**src/rtl/lpfd_pkg.sv**
```systemverilog
`timescale 1ns / 1ps
package lpfd_pkg;

  localparam int LEN_W = 32;
  localparam int QUEUE_DEPTH_DEFAULT = 2;

  localparam logic [LEN_W-1:0] HDR_BYTES       = 32'd20;
  localparam logic [LEN_W-1:0] OFS_MAJOR       = 32'd4;
  localparam logic [LEN_W-1:0] OFS_MINOR       = 32'd6;
  localparam logic [LEN_W-1:0] OFS_TYPE        = 32'd8;
  localparam logic [LEN_W-1:0] OFS_FLAGS       = 32'd10;
  localparam logic [LEN_W-1:0] OFS_RID         = 32'd12;
  localparam logic [LEN_W-1:0] MAX_FRAME_RESET = 32'd65536;

  localparam logic FUNC_DATA  = 1'b0;
  localparam logic FUNC_CLEAR = 1'b1;

  localparam logic [1:0] KIND_HEADER  = 2'd0;
  localparam logic [1:0] KIND_PAYLOAD = 2'd1;
  localparam logic [1:0] KIND_ERROR   = 2'd2;

  localparam logic [2:0] STATUS_OK        = 3'd0;
  localparam logic [2:0] STATUS_LEN_SHORT = 3'd1;
  localparam logic [2:0] STATUS_LEN_LONG  = 3'd2;
  localparam logic [2:0] STATUS_POISONED  = 3'd3;
  localparam logic [2:0] STATUS_MAX_SHORT = 3'd4;

  typedef enum logic [1:0] {
    OP_FIELD,
    OP_HEADER,
    OP_PAYLOAD,
    OP_ERROR
  } cmd_op_t;

  typedef enum logic [1:0] {
    FLD_MAJOR,
    FLD_MINOR,
    FLD_TYPE,
    FLD_FLAGS
  } fld_sel_t;

  // one classified request from the front to the back
  typedef struct packed {
    cmd_op_t          op;
    fld_sel_t         fld;
    logic             rid;     // byte belongs to the request id
    logic [7:0]       data;
    logic [2:0]       status;
    logic [LEN_W-1:0] length;
    logic             last;
  } cmd_t;

endpackage

```
**src/rtl/lpfd_front.sv**
```systemverilog
`timescale 1ns / 1ps
module lpfd_front (
  input  logic                 clk,
  input  logic                 rst,
  input  logic                 in_valid,
  output logic                 in_ready,
  input  logic                 func,
  input  logic [7:0]           data_byte,
  input  logic                 cfg_write,
  input  logic [31:0]          cfg_data,
  input  logic                 q_full,
  output logic                 push,
  output lpfd_pkg::cmd_t       cmd
);
  import lpfd_pkg::*;

  logic             poisoned, poisoned_next;
  logic [LEN_W-1:0] pos, pos_next;
  logic [LEN_W-1:0] held_length, held_length_next;
  logic [LEN_W-1:0] frame_limit;
  logic [LEN_W-1:0] len_shift;
  logic [LEN_W-1:0] pos_inc;
  logic             accept;

  assign in_ready  = !q_full;
  assign accept    = in_valid && in_ready;
  assign len_shift = {held_length[LEN_W-9:0], data_byte};
  assign pos_inc   = pos + 32'd1;

  always_ff @(posedge clk) begin
    if (rst) begin
      frame_limit <= MAX_FRAME_RESET;
    end else if (cfg_write) begin
      frame_limit <= cfg_data;
    end
  end

  always_ff @(posedge clk) begin
    if (rst) begin
      poisoned    <= 1'b0;
      pos         <= '0;
      held_length <= '0;
    end else begin
      poisoned    <= poisoned_next;
      pos         <= pos_next;
      held_length <= held_length_next;
    end
  end

  always_comb begin
    poisoned_next    = poisoned;
    pos_next         = pos;
    held_length_next = held_length;
    push             = 1'b0;
    cmd.op           = OP_ERROR;
    cmd.fld          = FLD_MAJOR;
    cmd.rid          = 1'b0;
    cmd.data         = data_byte;
    cmd.status       = STATUS_OK;
    cmd.length       = '0;
    cmd.last         = 1'b0;
    if (accept) begin
      if (func == FUNC_CLEAR) begin
        poisoned_next    = 1'b0;
        pos_next         = '0;
        held_length_next = '0;
      end else if (poisoned) begin
        push       = 1'b1;
        cmd.status = STATUS_POISONED;
      end else if (frame_limit < HDR_BYTES) begin
        push             = 1'b1;
        cmd.status       = STATUS_MAX_SHORT;
        poisoned_next    = 1'b1;
        pos_next         = '0;
        held_length_next = '0;
      end else if (pos < OFS_MAJOR) begin
        if (pos == OFS_MAJOR - 32'd1 &&
            (len_shift < HDR_BYTES || len_shift > frame_limit)) begin
          push             = 1'b1;
          cmd.status       = (len_shift < HDR_BYTES) ? STATUS_LEN_SHORT : STATUS_LEN_LONG;
          cmd.length       = len_shift;
          poisoned_next    = 1'b1;
          pos_next         = '0;
          held_length_next = '0;
        end else begin
          held_length_next = len_shift;
          pos_next         = pos_inc;
        end
      end else if (held_length > frame_limit) begin
        // maximum lowered mid-frame
        push             = 1'b1;
        cmd.status       = STATUS_LEN_LONG;
        cmd.length       = held_length;
        poisoned_next    = 1'b1;
        pos_next         = '0;
        held_length_next = '0;
      end else if (pos < HDR_BYTES) begin
        push       = 1'b1;
        cmd.length = held_length;
        if (pos < OFS_MINOR) begin
          cmd.fld = FLD_MAJOR;
        end else if (pos < OFS_TYPE) begin
          cmd.fld = FLD_MINOR;
        end else if (pos < OFS_FLAGS) begin
          cmd.fld = FLD_TYPE;
        end else if (pos < OFS_RID) begin
          cmd.fld = FLD_FLAGS;
        end else begin
          cmd.rid = 1'b1;
        end
        if (pos == HDR_BYTES - 32'd1) begin
          cmd.op   = OP_HEADER;
          cmd.last = (held_length == HDR_BYTES);
          if (held_length == HDR_BYTES) begin
            pos_next         = '0;
            held_length_next = '0;
          end else begin
            pos_next = HDR_BYTES;
          end
        end else begin
          cmd.op   = OP_FIELD;
          pos_next = pos_inc;
        end
      end else begin
        push       = 1'b1;
        cmd.op     = OP_PAYLOAD;
        cmd.length = held_length;
        cmd.last   = (pos_inc >= held_length);
        if (pos_inc >= held_length) begin
          pos_next         = '0;
          held_length_next = '0;
        end else begin
          pos_next = pos_inc;
        end
      end
    end
  end

endmodule

```
**src/rtl/lpfd_queue.sv**
```systemverilog
`timescale 1ns / 1ps
module lpfd_queue #(
  parameter int DEPTH = lpfd_pkg::QUEUE_DEPTH_DEFAULT
) (
  input  logic           clk,
  input  logic           rst,
  input  logic           push,
  input  lpfd_pkg::cmd_t push_cmd,
  output logic           full,
  input  logic           pop,
  output logic           head_valid,
  output lpfd_pkg::cmd_t head_cmd
);
  import lpfd_pkg::*;

  localparam int PTR_W = (DEPTH > 1) ? $clog2(DEPTH) : 1;
  localparam int CNT_W = $clog2(DEPTH + 1);
  localparam logic [PTR_W-1:0] LAST_PTR = PTR_W'(DEPTH - 1);
  localparam logic [CNT_W-1:0] FULL_CNT = CNT_W'(DEPTH);

  cmd_t             slots [DEPTH];
  logic [PTR_W-1:0] wr_ptr, rd_ptr;
  logic [CNT_W-1:0] count;
  logic             do_pop;

  assign full       = (count == FULL_CNT);
  assign head_valid = (count != '0);
  assign head_cmd   = slots[rd_ptr];
  assign do_pop     = pop && head_valid;

  always_ff @(posedge clk) begin
    if (push) begin
      slots[wr_ptr] <= push_cmd;
    end
  end

  always_ff @(posedge clk) begin
    if (rst) begin
      wr_ptr <= '0;
      rd_ptr <= '0;
      count  <= '0;
    end else begin
      if (push) begin
        wr_ptr <= (wr_ptr == LAST_PTR) ? '0 : wr_ptr + 1'b1;
      end
      if (do_pop) begin
        rd_ptr <= (rd_ptr == LAST_PTR) ? '0 : rd_ptr + 1'b1;
      end
      if (push && !do_pop) begin
        count <= count + 1'b1;
      end else if (do_pop && !push) begin
        count <= count - 1'b1;
      end
    end
  end

endmodule

```
**src/rtl/lpfd_back.sv**
```systemverilog
`timescale 1ns / 1ps
module lpfd_back (
  input  logic           clk,
  input  logic           rst,
  input  logic           head_valid,
  input  lpfd_pkg::cmd_t head_cmd,
  output logic           pop,
  output logic           out_valid,
  input  logic           out_ready,
  output logic [1:0]     kind,
  output logic [2:0]     status,
  output logic [31:0]    frame_length,
  output logic [15:0]    version_major,
  output logic [15:0]    version_minor,
  output logic [15:0]    message_kind,
  output logic [15:0]    frame_flags,
  output logic [63:0]    request_tag,
  output logic [7:0]     payload_byte,
  output logic           last
);
  import lpfd_pkg::*;

  logic [15:0] held_major, held_minor, held_type, held_flags;
  logic [63:0] held_rid;
  logic [63:0] rid_shift;
  logic        slot_free;
  logic        emits;
  logic [1:0]  kind_next;
  logic [15:0] major_next, minor_next, type_next, flags_next;
  logic [63:0] tag_next;
  logic [7:0]  payload_next;

  assign slot_free = !out_valid || out_ready;
  assign pop       = head_valid && slot_free;
  assign emits     = (head_cmd.op != OP_FIELD);
  assign rid_shift = {held_rid[55:0], head_cmd.data};

  // header word assembly; every word is fully rewritten by each new header
  always_ff @(posedge clk) begin
    if (pop && (head_cmd.op == OP_FIELD || head_cmd.op == OP_HEADER)) begin
      if (head_cmd.rid) begin
        held_rid <= rid_shift;
      end else begin
        case (head_cmd.fld)
          FLD_MAJOR: held_major <= {held_major[7:0], head_cmd.data};
          FLD_MINOR: held_minor <= {held_minor[7:0], head_cmd.data};
          FLD_TYPE:  held_type  <= {held_type[7:0], head_cmd.data};
          FLD_FLAGS: held_flags <= {held_flags[7:0], head_cmd.data};
          default:   held_major <= held_major;
        endcase
      end
    end
  end

  // result fields by request kind; unused fields are zero
  always_comb begin
    kind_next    = KIND_ERROR;
    major_next   = '0;
    minor_next   = '0;
    type_next    = '0;
    flags_next   = '0;
    tag_next     = '0;
    payload_next = '0;
    case (head_cmd.op)
      OP_HEADER: begin
        kind_next  = KIND_HEADER;
        major_next = held_major;
        minor_next = held_minor;
        type_next  = held_type;
        flags_next = held_flags;
        tag_next   = rid_shift;
      end
      OP_PAYLOAD: begin
        kind_next    = KIND_PAYLOAD;
        payload_next = head_cmd.data;
      end
      default: begin
        kind_next = KIND_ERROR;
      end
    endcase
  end

  always_ff @(posedge clk) begin
    if (rst) begin
      out_valid <= 1'b0;
    end else if (slot_free) begin
      out_valid <= pop && emits;
    end
  end

  always_ff @(posedge clk) begin
    if (pop && emits) begin
      kind          <= kind_next;
      status        <= head_cmd.status;
      frame_length  <= head_cmd.length;
      version_major <= major_next;
      version_minor <= minor_next;
      message_kind  <= type_next;
      frame_flags   <= flags_next;
      request_tag   <= tag_next;
      payload_byte  <= payload_next;
      last          <= head_cmd.last;
    end
  end

endmodule

```
**src/rtl/length_prefixed_frame_decoder.sv**
```systemverilog
`timescale 1ns / 1ps
// length-prefixed frame decoder: takes one stream byte per cycle (func 0) or a clear
// request (func 1) while the command queue has room, and turns big-endian frames
// with a 20-byte header (32-bit total length, major, minor, type, flags, 64-bit
// request id) into one header result once the header is complete, then one result
// per payload byte with last on the final byte (on the header itself for a frame
// with no payload). a length below 20, a length above the frame limit (rechecked on
// every byte) or a limit below 20 gives an error result and poisons the decoder;
// poisoned bytes give status 3 until a clear request. payload streams out as it
// arrives, so a truncated frame never gets last. throughput is one request per cycle
// while the queue has room, as the front updates its byte position and length
// registers on each request; a result passes through the command queue and then the
// output register. the frame limit resets to 65536 and is written through
// cfg_write/cfg_data by the user only while no request is in flight; the block has no check.
module length_prefixed_frame_decoder #(
  parameter int QUEUE_DEPTH = lpfd_pkg::QUEUE_DEPTH_DEFAULT
) (
  input  logic        clk,
  input  logic        rst,
  // request channel
  input  logic        in_valid,
  output logic        in_ready,
  input  logic        func,
  input  logic [7:0]  data_byte,
  // configuration
  input  logic        cfg_write,
  input  logic [31:0] cfg_data,
  // result channel
  output logic        out_valid,
  input  logic        out_ready,
  output logic [1:0]  kind,
  output logic [2:0]  status,
  output logic [31:0] frame_length,
  output logic [15:0] version_major,
  output logic [15:0] version_minor,
  output logic [15:0] message_kind,
  output logic [15:0] frame_flags,
  output logic [63:0] request_tag,
  output logic [7:0]  payload_byte,
  output logic        last
);
  import lpfd_pkg::*;

  // front to queue
  logic q_full;
  logic push;
  cmd_t push_cmd;

  // queue to back
  logic head_valid;
  cmd_t head_cmd;
  logic pop;

  // front: tracks byte position, length and poison state, classifies each byte
  lpfd_front u_front (
    .clk       (clk),
    .rst       (rst),
    .in_valid  (in_valid),
    .in_ready  (in_ready),
    .func      (func),
    .data_byte (data_byte),
    .cfg_write (cfg_write),
    .cfg_data  (cfg_data),
    .q_full    (q_full),
    .push      (push),
    .cmd       (push_cmd)
  );

  // short command queue so the front keeps taking bytes while a result waits
  lpfd_queue #(
    .DEPTH (QUEUE_DEPTH)
  ) u_queue (
    .clk        (clk),
    .rst        (rst),
    .push       (push),
    .push_cmd   (push_cmd),
    .full       (q_full),
    .pop        (pop),
    .head_valid (head_valid),
    .head_cmd   (head_cmd)
  );

  // back: assembles header words and forms the registered result
  lpfd_back u_back (
    .clk           (clk),
    .rst           (rst),
    .head_valid    (head_valid),
    .head_cmd      (head_cmd),
    .pop           (pop),
    .out_valid     (out_valid),
    .out_ready     (out_ready),
    .kind          (kind),
    .status        (status),
    .frame_length  (frame_length),
    .version_major (version_major),
    .version_minor (version_minor),
    .message_kind  (message_kind),
    .frame_flags   (frame_flags),
    .request_tag   (request_tag),
    .payload_byte  (payload_byte),
    .last          (last)
  );

endmodule

```
**config.mk**
```make
export PLATFORM = sky130hd
export DESIGN_NAME = length_prefixed_frame_decoder
export DESIGN_NICKNAME = d
export VERILOG_FILES = /design/src/rtl/lpfd_pkg.sv /design/src/rtl/lpfd_front.sv /design/src/rtl/lpfd_queue.sv /design/src/rtl/lpfd_back.sv /design/src/rtl/length_prefixed_frame_decoder.sv
export SDC_FILE = /design/constraint.sdc
export NUM_CORES = 1
export LEC_CHECK = 0
export BUFFER_PORTS_ARGS = -buffer_cell sky130_fd_sc_hd__buf_2
export CAP_MARGIN = 20
export CORE_UTILIZATION = 53
export DETAILED_ROUTE_END_ITERATION = 10
export GPL_TIMING_DRIVEN = 0
export PLACE_DENSITY = 0.76
export SETUP_SLACK_MARGIN = 0.4
export SLEW_MARGIN = 20
export SYNTH_ARGS = -nofsm -noshare
export SYNTH_HDL_FRONTEND = slang
export SYNTH_HIERARCHICAL = 1
export SYNTH_SLANG_ARGS = --single-unit
```
**constraint.sdc**
```tcl
create_clock -name clk -period 15 [get_ports clk]
set_input_delay 0.75 -clock clk [delete_from_list [all_inputs] [get_ports clk]]
set_output_delay 0.75 -clock clk [all_outputs]
set_load 0.1 [all_outputs]
```
After elaboration in Yosys (flattened, before gate mapping)
Memory sizes are Yosys's and may differ from the RTL's. A register that Yosys moved wholly into a read port is not among the register bits.
Index checks and enable logic that the tools add are counted.
Widths: inputs -> output; s select.

storage, ports and cells
  register bits after elaboration = 396
  latch bits = 0
  memory bits (writable) = 98
  memory bits (read-only) = 0
  bits of input ports = 46
  output and inout port bits = 176
  word-level logic and storage cells = 152
  memories kept = 1

memories
  memory         words  bits a word  read ports  clocked after memory_dff  write ports  line              text
  u_queue.slots  2      49           1           1                         1            lpfd_queue.sv:21  cmd_t slots [DEPTH];

operators by class
  $add $sub $neg = 5
  $mul = 0
  divide/modulo/power cells = 0
  magnitude comparators = 11
  eq/ne operators = 12
  shifts and indexed selects = 0
  mux-type cells = 71
  bitwise operators = 1
  reductions and logical operators = 28

operator list
  kind                   number
  $mux 32                19
  $lt 32x4->1 const B    3
  $lt 32x5->1 const B    3
  $mux 36                2
  $mux 33                2
  $eq 32x5->1 const B    2
  $gt 32x32->1           2
  $lt 32x3->1 const B    2
  $mux 35                1
  $mux 5                 7
  $mux 34                1
  $add 32x1->32 const B  1
  $eq 32x2->1 const B    1
  $ge 32x32->1           1
  $mux 1                 26
  $mux 2                 9
  $ne 6x3->1 const B     2
  $reduce_and 3->1       4
  $mux 3                 3
  $eq 2x2->1 const B     4
  $logic_and 1x1->1      8
  $reduce_bool 2->1      3
  $reduce_bool 6->1      1
  $reduce_and 5->1       1
  11 further kinds       20

Longest topological paths before layout
Gate-level depths: netlist (run 1).

  depth after elaboration = 13
  depth in mapped cells = 20
  mapped depth without buffers = 16

Hierarchy
The synthesis (run 1) kept the hierarchy.

modules (own cells, without submodules)
  module      instances  cells each  area an instance (um^2)  seq. area each (um^2)
  lpfd_back   1          469         9978.3                   8848.5
  lpfd_front  1          943         7497.2                   1941.9
  lpfd_queue  1          174         3739.8                   3042.9

Worst setup path before layout (run 1)
No wires, ideal clock.

  path kind = reg-to-reg
  start = register with a tool-made name
  end = register u_back.frame_flags[0], enable pin
  setup time = 0.957 ns
  data arrival time = 13.596 ns
  required time = 14.043 ns
  setup slack = 0.447 ns
  stages on the path, launching flop included = 6
  buffers on the path = 1
  clock period less this slack = 14.553 ns
  cells stage by stage = dfxtp_1 > buf_2 > mux2_2 > inv_1 > ha_1 > nor3b_1

RTL lines
  element                 line             text
  end signal: assignment  lpfd_back.sv:99  frame_flags <= flags_next;
  end: declaration        lpfd_back.sv:16  output logic [15:0] frame_flags,

Worst setup path in the final report (run 1)
  start = register u_front.pos[0]
  end = register u_front.held_length[27]

between the ends
  word-level cells in the longest chain between the ends = 7
  elaborated cells between the ends (all ways) = 18
  classes of those cells = 1 x add/sub; 3 x order compare; 4 x eq/ne; 7 x mux; 3 x reduce/logical

ends and longest elaborated chain
  element                                                                line              text
  start: declaration                                                     lpfd_front.sv:18  logic [LEN_W-1:0] pos, pos_next;
  start signal: assignment                                               lpfd_front.sv:45  pos <= pos_next;
  parallel branches: the longest is 7 deep, another holds $add 32x1->32  --
  end signal: assignment                                                 lpfd_front.sv:46  held_length <= held_length_next;
  end: declaration                                                       lpfd_front.sv:19  logic [LEN_W-1:0] held_length, held_length_next;

Parallel ways; which one is timed is not known. The select of a mux whose other input is x is not followed.
A chain may end at the register's enable or synchronous reset.

==> results of run 1 <==
-- flip-flops by register name, indices dropped and copies added, names as in the netlist, 2 cells and up, named ones only --
name,flops
u_queue/slots,98
u_back/request_tag,64
u_back/held_rid,56
u_back/frame_length,32
u_front/frame_limit,32
u_front/held_length,32
u_front/pos,32
u_back/frame_flags,16
u_back/held_flags,16
u_back/held_major,16
u_back/held_minor,16
u_back/held_type,16
u_back/message_kind,16
u_back/version_major,16
u_back/version_minor,16
u_back/payload_byte,8
u_back/status,3
u_back/kind,2
u_queue/count,2
-- worst min path at each step --
stage                     cells after the start  slack, ns                 endpoint
final                                         3       0.40  u_front/frame_limit[26]
after global routing                          3       0.39  u_front/frame_limit[26]
after CTS                                     3       0.38  u_front/frame_limit[14]
after detailed placement                      0       0.43      u_back/held_rid[46]
after global placement                        0       0.42    u_back/held_flags[11]
after floorplan                               0       0.42    u_back/held_flags[10]
-- critical path, delay by kind of cell, from the launching register on --
kind	cells	cell delay (ns)
buffers and inverters	2	0.58
and+or+nand+nor	8	2.36
DFF	1	0.45
AOI/OAI and AO/OA	6	1.57
adders and majority gates	2	0.48
-- stage by stage --
step	utilization, %	TNS [ns]
2_1_floorplan	-	0
3_3_place_gp	58.7	-788.30
3_5_place_dp	59.5	0
4_1_cts	63.2	0
5_1_grt	63.2	0
6_report	63.2	0
-- final cells by class --
type | instances | area (µm²) | share of cell area [%]
Inverter | 79 | 297 | 1.20
Buffer | 81 | 422 | 1.71
Clock buffer | 62 | 1270 | 5.16
Multi-Input combinational cell | 931 | 6710 | 27.2
Tap cell | 518 | 648 | 2.62
Sequential cell | 495 | 13800 | 56.0
Clock inverter | 24 | 173 | 0.699
Timing Repair Buffer | 247 | 1360 | 5.48
-- synth_stat cells (17+ instances only) --
library cell	instances	area, µm²
ha_1	102	1280
mux2_2	49	552
a31o_1	28	245
o21ai_0	18	90.1
nand4_1	29	181
mux2i_1	31	310
a22oi_1	33	248
nand2_1	79	297
nor4_1	29	181
and2_1	146	913
edfxtp_1	392	11800
clkbuf_1	30	113
dfxtp_1	103	2060
nor2_1	97	364
nor3_1	48	240
nand3_1	22	110
a21oi_1	44	220
or2_2	17	106
inv_1	79	297
-- report_power, final --
group | internal [mW] | switching (mW) | total [mW]
combinational | 0.0345 | 0.0583 | 0.0928
clock | 0.621 | 0.497 | 1.12
sequential | 1.47 | 0.00935 | 1.48
total | 2.12 | 0.565 | 2.69
-- logic make-up (layout without fill, tap and decap cells) --
kind of cell | after synthesis | after routing | share of synthesized area [%]
buf+inv | 160 | 493 | 3.39
mux | 80 | 80 | 4.06
xor+xnor | 20 | 20 | 0.826
simple gates | 527 | 527 | 13.4
compound gates | 202 | 202 | 7.09
flops | 495 | 495 | 65.2
fa+ha+maj | 102 | 102 | 6.02
-- layer usage --
metal  part of all wire (%)  routed length [µm]  GRT usage (%)  up-vias
li1                       -                   -              -     6463
met1                     43               20800           31.6     6668
met2                     48               23500           39.2      545
met3                    7.0                3420           4.47       97
met4                    2.4                1150           6.85        0
met5                      0                   0              0        -
==> out/metrics.yaml, run 1 <==
worst_setup_path:
  reg2regPathDepth: 18
  worstSetupStartpoint: "u_front/pos[0]"
  r2r_slack_ns: 9.44
  cp.arrival_ns: 6.04
  path_max_fanout: 10
  cp_slowest_cell: "or3_1"
  required_ns: 15.47
  rr_endpoint: "u_front/held_length[27]"
  crit_chain: "ha_1 -> clkbuf_1 -> nand4_1 -> or3_1 -> nor3_1 -> nand2_1 -> o31a_1 -> or2_1 -> ha_1 -> nand4_1 -> nor4_1 -> a22oi_1 -> o2111ai_1 -> o22ai_1 -> a41oi_4 -> buf_4 -> nor3_1 -> a31o_1"
  crit_path_end_kind: "register"
  startpoint_type: "register"
  crit_path_end: "u_front/held_length[27]"
  slowest_delay_ns: 0.51
  r2r-start: "u_front/pos[0]"
  path_class: "reg -> reg"
routing:
  wl_per_cell_um: 20.0
  via_per_inst: 5.65
  drt-initial-drc-count: 1216
  drcViolationCount: 0
  drtAntennaViolNets: 0
  drt_wl_total_um: 48800
  dr.pass1.iters: 6
  vias: 13800
final_layout:
  instances_no_fill: 2437
  final_cell_area_mm2: 0.0247
  fill_cells: 2859
  layout_commonest_cell: "edfxtp_1"
  nets: 2031
  syn2layout_area_growth_pct: 16.5
  drive_above_1_share_pct: 23.2
  layout.cells.most_common_list: "edfxtp_1 (392), buf_2 (238), and2_1 (145), dfxtp_1 (103), ha_1 (102)"
  diodes: 0
sta:
  slew_headroom_pct: 41.6
  period_share_pct: 37.1
  rsz0062_at_grt: "false"
  slew_violations: 0
  worstMarginPinSlew_ns: 0.876
  clock.fmax_mhz: 180
  setup_slack_ns: 9.44
  finalHoldViolCount: 0
  hold_slack_ns: 0.399
  fin_crit_ns: 5.56
  finalSetupViolations: 0
  fin_skew_ns: 0.0152
power_and_ir_drop:
  ir_drop_uv: 86.7
  cellLeakagePower_nw: 9.24
  fin_total_pwr_mw: 2.69
  p_per_area_mw_per_mm2: 109
logic_synthesis:
  syn_area_per_cell_um2: 13.4
  ys_seq_elements: 495
  syn_nets: 1734
  netlist_instances: 1586
  ys.warnings.count: 6
  syn-cell-area_mm2: 0.0212
  ys_seq_area_share_pct: 65.2
  yosysUniqueCellTypes: 68
  synth-edff-count: 392
  async_reset_ff_share_pct: 0
  synth_top_flop_cell: "edfxtp_1"
worst_hold_path:
  hold_start: "cfg_data[26]"
  worstHoldPathType: "in -> reg"
global_routing:
  grt_max_degree: 57
  groute.usage.overall_pct: 23.6
  grt_pass1_wl_um: 73500
  grt_overflow: 0
  grt_pass1_vias: 13300
  antenna_found_initial: 1
placement:
  gp_congestion: 0.921
  port_buffers: 220
  placed_area_mm2: 0.0233
  dp_hpwl_um: 35200
  dp_cells: 2351
  place_ws_ns: 9.55
die:
  fp.dieH_um: 202
  start_util_pct: 54.3
  design.die.area_mm2: 0.0408
  coreArea_mm2: 0.0391
  io_pins: 222
  rows: 72
  die_w_um: 202
cts:
  clock_latency_ns: 0.59
  root_buffer: "clkbuf_16"
  clockBufferDepth: 3
  numCtsBuffers: 48
  htreeDepth: 2
  clkSinkCount: 495
  holdBufCountCts: 0
  cts_resized: 0
  cts_tree: "done"
  cts.clk_slew.worst_paths_ns: 0.06
  postCtsSetupRepairBufs: 0
run:
  max_cap_viol_count: 0
run_status:
  status: "complete, no violations"
(Power assumes the default switching activity.)
==> run 2: changes to the inputs <==
- clock period: 15 -> 5.1 ns (I/O delays scaled with it)
==> run 2 against run 1 <==
Worst hold slack worse by 0.37 ns; core utilization grew 1.9 points; count of clock-buffer cells in the layout grew 10; via count rose by 2.6%; power rose to 3.1 times the previous value; non-clock buffer count increased by 35; register-to-register slack lost 8.9 ns; first-iteration DRC count fell by 16%; die area unchanged.
==> out/metrics.yaml, run 2 (synthesis gave the netlist of run 1 again) <==
cts:
  numCtsBuffers: 49  # +2.1%
  cts_tree: "done"
  cts.clk_slew.worst_paths_ns: 0.06  # about the same
  htreeDepth: 2  # unchanged
  clkSinkCount: 495  # unchanged
  clock_latency_ns: 0.60  # about the same
  root_buffer: "clkbuf_16"
  clockBufferDepth: 3  # unchanged
placement:
  dp_hpwl_um: 35500  # +0.95%
  gp_congestion: 0.891  # -3.2%
  dp_cells: 2342  # -0.38%
  port_buffers: 220  # unchanged
  place_ws_ns: -0.352  # -9.91 ns
final_layout:
  final_util_pct: 65.2  # +1.9 points
  syn2layout_area_growth_pct: 20.1
  layout.cells.most_common_list: "edfxtp_1 (392), buf_2 (237), and2_1 (144), ha_1 (100)"
  instances_no_fill: 2480  # +1.8%
  regMostFlops: "u_queue/slots"
  nets: 2067  # +1.8%
  top_regs: "u_queue/slots: 98 flops, u_back/request_tag: 64 flops, u_back/held_rid: 56 flops"
  largest_reg_flops: 98  # unchanged
  layout_commonest_cell: "edfxtp_1"
  drive_above_1_share_pct: 24.6  # +1.5 points
power_and_ir_drop:
  fin_total_pwr_mw: 8.30  # +210%
  cellLeakagePower_nw: 9.58  # +3.6%
  p_per_area_mw_per_mm2: 326  # +200%
  ir_drop_uv: 249  # +190%
worst_setup_path:
  crit_chain: "nand4_1 -> or3_1 -> buf_6 -> nor4_4 -> and3_4 -> nand4_1 -> and2_4 -> or2_2 -> ha_4 -> nand4_1 -> nor4_4 -> nand2_2 -> a21oi_4 -> o21ai_1 -> and3_4 -> buf_6 -> or2_4 -> buf_6 -> a32o_1"
  cp_slowest_cell: "dfxtp_1"
  path_class: "reg -> reg"
  startpoint_type: "register"
  cp.arrival_ns: 5.04  # -1.00 ns
  r2r_slack_ns: 0.53  # -8.90 ns
  crit_path_end_kind: "register"
  path_max_fanout: 10  # unchanged
  slowest_delay_ns: 0.42  # -0.09 ns
  required_ns: 5.58  # -9.89 ns
routing:
  drcViolationCount: 0  # unchanged
  vias: 14100  # +2.6%
  drt_wl_total_um: 50800  # +4.1%
  wl_per_cell_um: 20.5  # +2.3%
  drt-initial-drc-count: 1018  # -16%
  dr.pass1.iters: 6  # unchanged
  via_per_inst: 5.70  # +0.80%
  drtAntennaViolNets: 0  # unchanged
global_routing:
  grt_pass1_vias: 13800  # +3.8%
  grt_max_degree: 57  # unchanged
  grt_pass1_wl_um: 76900  # +4.6%
  groute.usage.overall_pct: 24.7  # +1.1 points
  grt_overflow: 0  # unchanged
  antenna_found_initial: 2  # +1
sta:
  fin_crit_ns: 4.57  # -0.998 ns
  slew_violations: 0  # unchanged
  finalHoldViolCount: 0  # unchanged
  worstMarginPinSlew_ns: 0.931  # +0.0547 ns
  finalSetupTns_ns: 0  # unchanged
  period_share_pct: 89.6  # +52 points
  rsz0062_at_grt: "false"
  setup_slack_ns: 0.533  # -8.90 ns
  fin_skew_ns: 0.0241  # +0.00888 ns
  clock.fmax_mhz: 219  # +22%
  finalSetupViolations: 0  # unchanged
  slew_headroom_pct: 37.9  # -3.7 points
die:
  io_pins: 222  # unchanged
  die_w_um: 202  # unchanged
  coreArea_mm2: 0.0391  # unchanged
  fp.dieH_um: 202  # unchanged
  design.die.area_mm2: 0.0408  # unchanged
  start_util_pct: 54.3  # unchanged
  rows: 72  # unchanged
run_status:
  status: "complete, no violations"
worst_hold_path:
  worstHoldPathType: "in -> reg"
run:
  max_cap_viol_count: 0  # unchanged
==> run 2: worst max-delay path, delay by kind of cell (launching register included) <==
| kind | cells | cell delay (ns) |
|---|---|---|
| fa+ha+maj | 1 | 0.29 |
| flops | 1 | 0.42 |
| simple gates | 12 | 2.79 |
| buf+inv | 3 | 0.43 |
| compound gates | 3 | 0.49 |
==> run 2: metrics by stage <==
step / hold slack [ns] / instance area, µm²
after floorplan: 0.320 / 21300
after global placement: 0.420 / 23000
after detailed placement: 0.426 / 23300
after CTS: 0.00786 / 25300
after global routing: 0.0206 / 25500
final: 0.0322 / 25500
==> run 2: final timing paths <==
path | from | to | cells after the start
setup / recovery | u_front/pos[6] | u_front/pos[19] | 19
hold reg to reg | u_back/held_rid[14] | u_back/held_rid[22] | 0
setup reg to reg | u_front/pos[6] | u_front/pos[19] | 19
hold / removal | data_byte[2] | u_front/held_length[2] | 2
==> run 2: power breakdown <==
group          internal, mW  switching (mW)  total [mW]
combinational         0.124           0.184       0.308
sequential             4.32          0.0280        4.35
clock                  2.14            1.50        3.64
==> run 2: area by class of cell <==
type	instances	area [µm²]
multi-input combinational	931	6860
tap	518	648
buffer	81	458
timing repair buffer	282	1730
clock buffer	72	1420
antenna	2	5.00
inverter	79	297
clock inverter	20	225
sequential	495	13800
fill	2751	13600
==> run 2: metal layers <==
metal,up-vias,GRT usage (%),part of all wire [%]
li1,6546,-,-
met2,632,41.6,49
met3,144,4.37,7.4
met1,6806,31.5,40
met5,-,0,0
met4,0,9.90,3.4
==> run 2: what timing repair did <==
item                                   CTS  global route
pin swaps                                4            10
gates resized for setup                  9            36
setup buffers                            4             6
endpoints found under the hold margin   38             0
hold buffers                            34             0
setup endpoints to repair               66            56
